[src/sv/fess_pkg.sv]
// ---------------------------------------------------------------------------
// fess_pkg
// Shared constants and types for the exponent split and scale unit.
// ---------------------------------------------------------------------------
`timescale 1ns / 1ps

package fess_pkg;

	localparam logic CMD_SPLIT = 1'b0;
	localparam logic CMD_SCALE = 1'b1;

	localparam logic FMT_SINGLE = 1'b0;
	localparam logic FMT_DOUBLE = 1'b1;

	localparam int unsigned SGL_MBITS = 23;
	localparam int unsigned DBL_MBITS = 52;

	// Working exponent range: 32-bit power plus a 12-bit exponent.
	localparam int unsigned EXPW = 34;

	typedef logic signed [EXPW-1:0] wexp_t;

	// Decoded operand state carried between stages.
	typedef struct packed {
		logic        dbl;
		logic        cmd;
		logic        pass;     // zero, infinity or NaN: return as is
		logic        sign;
		logic [52:0] sig;      // normalized significand, hidden bit at 52
		wexp_t       e;        // biased exponent after normalization
		logic [63:0] raw;
	} op_t;

endpackage

[src/sv/float_exponent_split_and_scale.sv]
// ---------------------------------------------------------------------------
// float_exponent_split_and_scale
// IEEE-754 frexp/ldexp unit for single or double operands.
// ---------------------------------------------------------------------------
// Usage: pulse start with cmd, value_bits and scale_power; the item is
// taken on any edge where start is high (busy is always low, the pipeline
// never holds). cmd split returns the fraction in [0.5,1) on result_bits and
// its exponent on exponent_out; cmd scale returns value times 2**power,
// rounded to nearest even, exponent_out 0.
// Results appear on done for one cycle, after the transfer has passed the
// decode, normalize, exponent sum and shift, and round and output register
// stages. One item may enter every cycle. The receiver cannot stall, so
// nothing ever waits.
// The format register (APB, address 0) selects single (0) or double (1);
// it resets to double. The user must write it only while the pipeline is
// empty (not enforced). Reset clears all valid bits; in-flight items drop.
// ---------------------------------------------------------------------------
`timescale 1ns / 1ps

module float_exponent_split_and_scale (
	input  logic               clk,
	input  logic               arst_n,
	input  logic               start,
	output logic               busy,
	input  logic               cmd,
	input  logic [63:0]        value_bits,
	input  logic signed [31:0] scale_power,
	output logic               done,
	output logic [63:0]        result_bits,
	output logic signed [11:0] exponent_out,
	input  logic               psel,
	input  logic               penable,
	input  logic               pwrite,
	input  logic [1:0]         paddr,
	input  logic [31:0]        pwdata,
	output logic [31:0]        prdata,
	output logic               pready
);

	logic fmt_q;

	assign pready = 1'b1;
	assign busy   = 1'b0;

	// Format register
	always_ff @(posedge clk or negedge arst_n) begin
		if (!arst_n) begin
			fmt_q <= fess_pkg::FMT_DOUBLE;
		end else if (psel && penable && pwrite && paddr == 2'd0) begin
			fmt_q <= pwdata[0];
		end
	end

	assign prdata = (paddr == 2'd0) ? {31'd0, fmt_q} : 32'd0;

	// ---------------- Stage 1: field decode ----------------
	logic               v_s1;
	logic               dbl_s1, cmd_s1, sign_s1, pass_s1, sub_s1;
	logic [10:0]        ef_s1;
	logic [52:0]        m_s1;     // mantissa left-aligned so bit 51 is top
	logic [63:0]        raw_s1;
	logic signed [31:0] pw_s1;

	logic [63:0] vin;
	logic [10:0] ef_in;
	logic [51:0] m_in;
	logic        sg_in;
	always_comb begin
		vin = (fmt_q == fess_pkg::FMT_DOUBLE) ? value_bits : {32'd0, value_bits[31:0]};
		if (fmt_q == fess_pkg::FMT_DOUBLE) begin
			sg_in = vin[63];
			ef_in = vin[62:52];
			m_in  = vin[51:0];
		end else begin
			sg_in = vin[31];
			ef_in = {3'd0, vin[30:23]};
			m_in  = {vin[22:0], 29'd0};
		end
	end

	always_ff @(posedge clk or negedge arst_n) begin
		if (!arst_n) v_s1 <= 1'b0;
		else         v_s1 <= start;
	end

	always_ff @(posedge clk) begin
		dbl_s1  <= fmt_q;
		cmd_s1  <= cmd;
		sign_s1 <= sg_in;
		raw_s1  <= vin;
		pw_s1   <= scale_power;
		ef_s1   <= ef_in;
		m_s1    <= {1'b0, m_in};
		sub_s1  <= (ef_in == 11'd0);
		pass_s1 <= (fmt_q == fess_pkg::FMT_DOUBLE) ? (ef_in == 11'h7FF || vin[62:0] == 63'd0)
			: (ef_in == 11'hFF || vin[30:0] == 31'd0);
	end

	// ---------------- Stage 2: normalize ----------------
	logic               v_s2;
	fess_pkg::op_t      op_s2;
	logic signed [31:0] pw_s2;

	logic [5:0]  lz;
	logic [52:0] nsig;
	fess_pkg::wexp_t ne;
	always_comb begin
		lz = 6'd0;
		for (int i = 0; i < 52; i++) begin
			if (m_s1[i]) lz = 6'(51 - i);
		end
		if (sub_s1) begin
			// shift so top set bit lands on the hidden position
			nsig = m_s1 << (lz + 6'd1);
			ne   = fess_pkg::wexp_t'(0) - fess_pkg::wexp_t'(lz);
		end else begin
			nsig = {1'b1, m_s1[51:0]};
			ne   = fess_pkg::wexp_t'(ef_s1);
		end
	end

	always_ff @(posedge clk or negedge arst_n) begin
		if (!arst_n) v_s2 <= 1'b0;
		else         v_s2 <= v_s1;
	end

	always_ff @(posedge clk) begin
		op_s2.dbl  <= dbl_s1;
		op_s2.cmd  <= cmd_s1;
		op_s2.pass <= pass_s1;
		op_s2.sign <= sign_s1;
		op_s2.sig  <= nsig;
		op_s2.e    <= ne;
		op_s2.raw  <= raw_s1;
		pw_s2      <= pw_s1;
	end

	// ---------------- Stage 3: exponent sum and shift ----------------
	logic               v_s3;
	fess_pkg::op_t      op_s3;
	fess_pkg::wexp_t    n_s3;
	logic [54:0]        sh_s3;    // shifted significand with guard bit
	logic               sticky_s3;

	fess_pkg::wexp_t n_c, shamt;
	logic [5:0]      s6;
	logic [107:0]    wide;
	always_comb begin
		n_c   = op_s2.e + fess_pkg::wexp_t'(pw_s2);
		shamt = fess_pkg::wexp_t'(1) - n_c;
		s6    = (shamt > fess_pkg::wexp_t'(54)) ? 6'd54 : 6'(shamt);
		wide  = {1'b0, op_s2.sig, 54'd0} >> s6;
	end

	always_ff @(posedge clk or negedge arst_n) begin
		if (!arst_n) v_s3 <= 1'b0;
		else         v_s3 <= v_s2;
	end

	always_ff @(posedge clk) begin
		op_s3     <= op_s2;
		n_s3      <= n_c;
		sh_s3     <= wide[107:53];
		sticky_s3 <= |wide[52:0];
	end

	// ---------------- Stage 4: assemble ----------------
	logic [63:0] res_c;
	logic [11:0] ex_c;
	logic [52:0] q, qr;
	logic        g, st;
	fess_pkg::wexp_t emax, bias;
	always_comb begin
		emax = op_s3.dbl ? fess_pkg::wexp_t'(2047) : fess_pkg::wexp_t'(255);
		bias = op_s3.dbl ? fess_pkg::wexp_t'(1023) : fess_pkg::wexp_t'(127);
		// sh_s3[53:1] holds sig>>s in hidden-at-52 alignment, bit 0 guard
		q  = sh_s3[53:1];
		g  = sh_s3[0];
		st = sticky_s3;
		qr = q + {52'd0, (g && (st || q[0]))};
		res_c = op_s3.raw;
		ex_c  = 12'd0;
		if (!op_s3.pass) begin
			if (op_s3.cmd == fess_pkg::CMD_SPLIT) begin
				ex_c = 12'(op_s3.e - bias + fess_pkg::wexp_t'(1));
				if (op_s3.dbl)
					res_c = {op_s3.sign, 11'd1022, op_s3.sig[51:0]};
				else
					res_c = {32'd0, op_s3.sign, 8'd126, op_s3.sig[51:29]};
			end else if (n_s3 >= emax) begin
				res_c = op_s3.dbl ? {op_s3.sign, 11'h7FF, 52'd0}
					: {32'd0, op_s3.sign, 8'hFF, 23'd0};
			end else if (n_s3 >= fess_pkg::wexp_t'(1)) begin
				res_c = op_s3.dbl ? {op_s3.sign, n_s3[10:0], op_s3.sig[51:0]}
					: {32'd0, op_s3.sign, n_s3[7:0], op_s3.sig[51:29]};
			end else begin
				// subnormal: single keeps its 24-bit significand in the top bits
				if (op_s3.dbl) begin
					res_c = {op_s3.sign, 63'(qr)};
				end else begin
					q  = sh_s3[53:30] & 53'hFFFFFF;
					g  = sh_s3[29];
					st = sticky_s3 || (|sh_s3[28:0]);
					qr = q + {52'd0, (g && (st || q[0]))};
					res_c = {32'd0, op_s3.sign, 31'(qr)};
				end
			end
		end
	end

	always_ff @(posedge clk or negedge arst_n) begin
		if (!arst_n) done <= 1'b0;
		else         done <= v_s3;
	end

	always_ff @(posedge clk) begin
		result_bits  <= res_c;
		exponent_out <= ex_c;
	end

endmodule

[config.mk]
export PLATFORM = sky130hd
export DESIGN_NAME = float_exponent_split_and_scale
export DESIGN_NICKNAME = d
export VERILOG_FILES = /design/src/sv/fess_pkg.sv /design/src/sv/float_exponent_split_and_scale.sv
export SDC_FILE = /design/constraint.sdc
export NUM_CORES = 1
export LEC_CHECK = 0
export BUFFER_PORTS_ARGS = -buffer_cell sky130_fd_sc_hd__buf_2
export CAP_MARGIN = 10
export CELL_PAD_IN_SITES_DETAIL_PLACEMENT = 1
export CELL_PAD_IN_SITES_GLOBAL_PLACEMENT = 1
export CORE_AREA = 2 2 294 413
export CTS_CLUSTER_SIZE = 12
export DETAILED_ROUTE_END_ITERATION = 10
export DIE_AREA = 0 0 296 415
export HOLD_SLACK_MARGIN = 0.06
export PLACE_DENSITY = 0.56
export SYNTH_ARGS = -nofsm -noshare
export SYNTH_HDL_FRONTEND = slang
export SYNTH_SLANG_ARGS = --single-unit
[constraint.sdc]
create_clock -name clk -period 9.4 [get_ports clk]
set_input_delay 0.94 -clock clk [delete_from_list [all_inputs] [get_ports clk]]
set_output_delay 0.94 -clock clk [all_outputs]
set_load 0.02 [all_outputs]
# Yosys cells after proc, flatten, opt, wreduce, memory -nomap -nowiden
# Index checks and enable logic that the tools add are counted.
# word_totals
register_bits	631
latchBits	0
mem_bits_rw	0
rom_bits	0
in_bits	137
wordCells	140
mem_count	0
# classes
add_sub_neg	8
n_mul	0
n_div	0
magnitude_cmp	3
n_eq_ne	2
shifts	2
mux	71
n_bitwise	0
reduce_logical	17
# op_table
op	n
$mux W64	9
$mux W6	53
$shr A107 B6 Y107	1
$mux W52	2
$logic_not A63 Y1	1
$add A53 B1 Y53	1
$reduce_or A53 Y1	1
$shl A52 B6 Y53	1
$ge A34 B12 Y1	1
$ge A34 B2 Y1 const B	1
$gt A34 B7 Y1 const B	1
$sub A2 B34 Y34 const A	1
$add A12 B32 Y33	1
$mux W11	3
$logic_not A31 Y1	1
$reduce_or A29 Y1	1
$add A24 B1 Y25	1
$add A12 B2 Y12 const B	1
$sub A12 B11 Y12	1
$eq A11 B11 Y1 const B	1
$eq A11 B8 Y1 const B	1
$logic_not A11 Y1	1
$mux W10	1
$sub A1 B6 Y7 const A	1
6 further kinds	16

# Depth between registers and ports, before layout
# logic_depth
ltp_word	55
depth_mapped	26

# Worst setup path before layout
# No wires, ideal clock.
# synth_path
path_kind	register to register
start	register, netlist name op_s2[75]
end	register sticky_s3
setup_time_ns	0.134
arrival_time_ns	5.631
required_time_ns	9.266
slack_ns	3.635
path_stages_with_launch	21
path_buffers	0
synth_period_minus_slack_ns	5.765
path_cell_list	dfxtp_1 ha_1 o211ai_1 nor2b_1 or3b_2 o21ai_1 xnor2_1 inv_1 or4b_4 nor4_1 mux2_2 nor4_1 nand2_1 o41ai_1 nor4_1 nor2_1 o21ai_1 a2111oi_2 nand4b_1 nor4_2 o211ai_1
# synth_between
elab_chain_len	6
# synth_lines
item	line_no	rtl
$add A12 B32 Y33	float_exponent_split_and_scale.sv:149	n_c = op_s2.e + fess_pkg::wexp_t'(pw_s2);
named net n_c[16]	float_exponent_split_and_scale.sv:145	fess_pkg::wexp_t n_c, shamt;
$sub A2 B34 Y34	float_exponent_split_and_scale.sv:150	shamt = fess_pkg::wexp_t'(1) - n_c;
$gt A34 B7 Y1	float_exponent_split_and_scale.sv:151	s6 = (shamt > fess_pkg::wexp_t'(54)) ? 6'd54 : 6'(shamt);
$mux W6	float_exponent_split_and_scale.sv:151	
$shr A107 B6 Y107	float_exponent_split_and_scale.sv:152	wide = {1'b0, op_s2.sig, 54'd0} >> s6;
$reduce_or A53 Y1	float_exponent_split_and_scale.sv:164	sticky_s3 <= |wide[52:0];
to (signal assigned)	float_exponent_split_and_scale.sv:164	
to (decl)	float_exponent_split_and_scale.sv:143	logic sticky_s3;
# The timed path passes the listed nets, and every way through them passes these cells.
# A chain may end at the register's enable or synchronous reset.

# Final worst setup path
# layout_path
start	register, netlist name op_s2[75]
end	register sticky_s3
# layout_between
elab_chain_len	6
# layout_lines
item	line_no
$add A12 B32 Y33	float_exponent_split_and_scale.sv:149
named net n_c[27]	float_exponent_split_and_scale.sv:145
$sub A2 B34 Y34	float_exponent_split_and_scale.sv:150
$gt A34 B7 Y1	float_exponent_split_and_scale.sv:151
$mux W6	float_exponent_split_and_scale.sv:151
$shr A107 B6 Y107	float_exponent_split_and_scale.sv:152
$reduce_or A53 Y1	float_exponent_split_and_scale.sv:164
# The timed path passes the listed nets, and every way through them passes these cells.

==> summary.txt <==
Routing
  • DRT iter0 DRCs: 1,825
  • DR vias: 26.6k
  • Post-route DRC: 0
  • Vias per cell: 5.24
  • Final wirelength: around 140 mm
  • 1st-pass router iterations: 6
  • DR WL/cell: 27.9 um
  • Post-DRT Antenna Nets: 0

Worst setup path
  • Critical Path AT: 8720 ps
  • Crit end category: flip-flop
  • CP max stage cell: dfxtp_1
  • Worst setup SP type: flip-flop
  • CP required: 9940 ps
  • Worst path max stage delay: around 900 ps
  • Worst-path maximum fanout: 22
  • Crit path cell chain: ha_1 -> a21oi_1 -> o21ai_0 -> a211oi_1 -> o311ai_1 -> a41oi_1 -> nor3_2 -> or4_1 -> a2111oi_2 -> o22a_1 -> nand4_1 -> nand2_1 -> a2111oi_0 -> o21ai_0 -> a22oi_1 -> nor4b_1 -> nand4_1 -> nor4_2 -> o211ai_1
  • Cell family with most CP delay: compound AO/OA/AOI/OAI gates
  • Crit Path Class: reg2reg
  • Worst path buffer plus inverter count: 0

Finish
  • Most frequent cells in the layout: 620 x dfxtp_1, 276 x nand2_1, 265 x nor2_1
  • Area grow syn2layout: 17.0%
  • Proportion of layout cells with a drive suffix above 1: 0.143
  • Most common library cell in the layout ignoring fill and taps: dfxtp_1
  • Final Instance Count excl. Fillers: 5,073
  • Final #Nets: 3,621

Worst hold path
  • Hold WC Path Type: reg2reg

Logic synthesis
  • Largest area contributor in the netlist: dfxtp_1
  • Register area share after synthesis: 0.425
  • Synth area leaders: dfxtp_1 42%, mux2i_1 6.6%, nand2_1 3.5%
  • Synthesis-stage register bit count: 627
  • FFs w/ async S/R, synth: 0.00797
  • Main synth FF type: dfxtp_1
  • Number of synthesized flops with an enable pin: 0
  • Synthesized instance count: 3,290
  • Yosys warning count: 0
  • Yosys top cell area share: 0.421
  • Unique masters post-synth: 105
  • Post-Syn Area: 0.0296 mm^2
  • Syn avg cell area: roughly 9 um^2

Floorplanning
  • Die area: between 0.1 and 0.15 mm^2
  • Core Area: 0.119 mm^2
  • I/O pins: 248
  • Starting Density: 0.249
  • Die Y-Extent: 415 um
  • Die width: roughly 300 um
  • FP Rows: 150

Timing
  • Tmin final: roughly 8200 ps
  • Final slew viol count: 0
  • Least-Margin Pin Slew: 1250 ps
  • Layout Skew: 35.5 ps
  • Achievable clock frequency: ~120 MHz
  • Final hold vios: 0
  • Final setup TNS: 0 ps
  • Final Setup Violations: 0
  • Fin worst setup slack: approximately 1200 ps
  • RSZ-0062 raised after global routing: false
  • Period Utilization, post-route: 0.871
  • Slew margin rel.: 0.148

Global route
  • GRT Total Usage: 0.225
  • Final global-route overflow total: 0
  • Global-route wire length before repair: 199 mm
  • Number of global-route vias before repair: 27.0k
  • Pin count of the biggest net entering global routing: 60
  • Antenna violations before repair: 20

Placement
  • DP Cell Count: 4,953
  • Final HPWL DP: 112 mm
  • Gp weighted congestion: between 0.9 and 1
  • DP Worst Slack: 1530 ps
  • Port bufs: 183

CTS
  • Clock-pin slew on the worst setup and hold paths: 60 ps
  • Num CTS Buffers: 71
  • H-Tree Depth: 3
  • CTS sink count: 627
  • CTS tree: done
  • Clock root buffer: clkbuf_16
  • Clock tree buffer depth: 3
  • Worst skew pair latency: approximately 680 ps
  • Setup bufs post-CTS: 0

Flow run
  • Number of max-cap violations: 0

Run status
  • Status: finished, final reports clean

Power and ir drop
  • PD cells: ~310 mW/mm^2
  • Leakage: 13.9 nW
  • Maximum vdd ir drop: 143 uV
  • Tot Pwr: 0.0108 W
metal layers:
layer	vias up	wire length, um	GRT usage
met5	-	0	0
met4	0	9590	0.140
met2	923	67400	0.379
met1	13100	58000	0.273
li1	12200	-	-
met3	306	6280	0.0254
worst reg2reg max path, stage by stage (launching register included):
cell and delay (ps):
dfxtp_1 900, ha_1 450, a21oi_1 290, o21ai_0 160, a211oi_1 550, o311ai_1 290
a41oi_1 330, nor3_2 130, or4_1 590, a2111oi_2 390, o22a_1 410, nand4_1 660
nand2_1 670, a2111oi_0 360, o21ai_0 400, a22oi_1 190, nor4b_1 580, nand4_1 180
nor4_2 410, o211ai_1 120
Yosys cell counts (all sizes together), types with 28 or more instances:
cell type / number
dfxtp: 622
mux2i: 195
clkbuf: 128
nand4: 41
xor2: 41
nor2: 267
ha: 52
o21ai: 187
nand3: 80
a21o: 53
a21oi: 197
nand2: 277
xnor2: 62
a31oi: 28
nor4: 59
buf: 84
mux2: 49
and3: 47
a22oi: 41
a211oi: 54
o211ai: 40
inv: 104
o22ai: 49
nor3: 68
and2: 94
stage by stage:
stage                     cell area, um^2   util  hold slack, ps
after floorplan                     29700      -             310
after global placement              32300  0.271             310
after detailed placement            32300  0.271             313
after CTS                           34600  0.291             312
after global routing                34600  0.291             322
final                               34600  0.291             317
final cells by class:
cell class / count / area [um^2]
clock buffer: 85 / 1910
timing repair buffer: 249 / 1430
inverter: 104 / 390
sequential: 627 / 12600
fill: 13900 / 84300
antenna: 10 / 25.0
tap: 1596 / 2000
multi-input combinational: 2378 / 15900
clock inverter: 24 / 422
sequential cells by signal, summed over array words and instances (netlist names), 8 cells and up:
register	cells
ef_s1	8
exponent_out	12
m_s1	52
n_s3	33
op_s2	133
op_s3	132
pw_s1	32
pw_s2	32
raw_s1	64
result_bits	64
sh_s3	54
where the power goes:
| group | switching, W | leakage (nW) | total (W) | internal [W] |
|---|---|---|---|---|
| Combinational | 0.00295 | 7.54 | 0.00439 | 0.00144 |
| Clock | 0.00117 | 1.13 | 0.00282 | 0.00165 |
| Sequential | 0.000494 | 5.25 | 0.00357 | 0.00308 |
path summary, 6_finish.rpt:
kind	start	endpoint	slack (ps)	cells after the start
min reg2reg	op_s2[0]$_DFF_P_	op_s3[0]$_DFF_P_	320	0
min	op_s2[0]$_DFF_P_	op_s3[0]$_DFF_P_	320	0
max	op_s2[75]$_SDFF_PN0_	sticky_s3$_DFF_P_	1220	19
max reg2reg	op_s2[75]$_SDFF_PN0_	sticky_s3$_DFF_P_	1220	19
min in group asynchronous	arst_n	v_s2$_DFF_PN0_	590	2
max in group asynchronous	arst_n	fmt_q$_DFFE_PN1P_	8600	2
logic make-up after synthesis:
logic type	after synthesis	share of synthesized area
AND/OR/NAND/NOR	1035	0.173
AO/OA/AOI/OAI	892	0.204
other	2	0.000254
XOR/XNOR	103	0.0305
adder cells (fa/ha/maj)	53	0.0227
flip-flops	627	0.425
multiplexers	262	0.0984
buffers and inverters	316	0.0457
what timing repair did:
item                      CTS  global route
hold buffers                1             0
resized for setup           0             0
hold endpoints to repair    4             0
(Power assumes the default switching activity.)
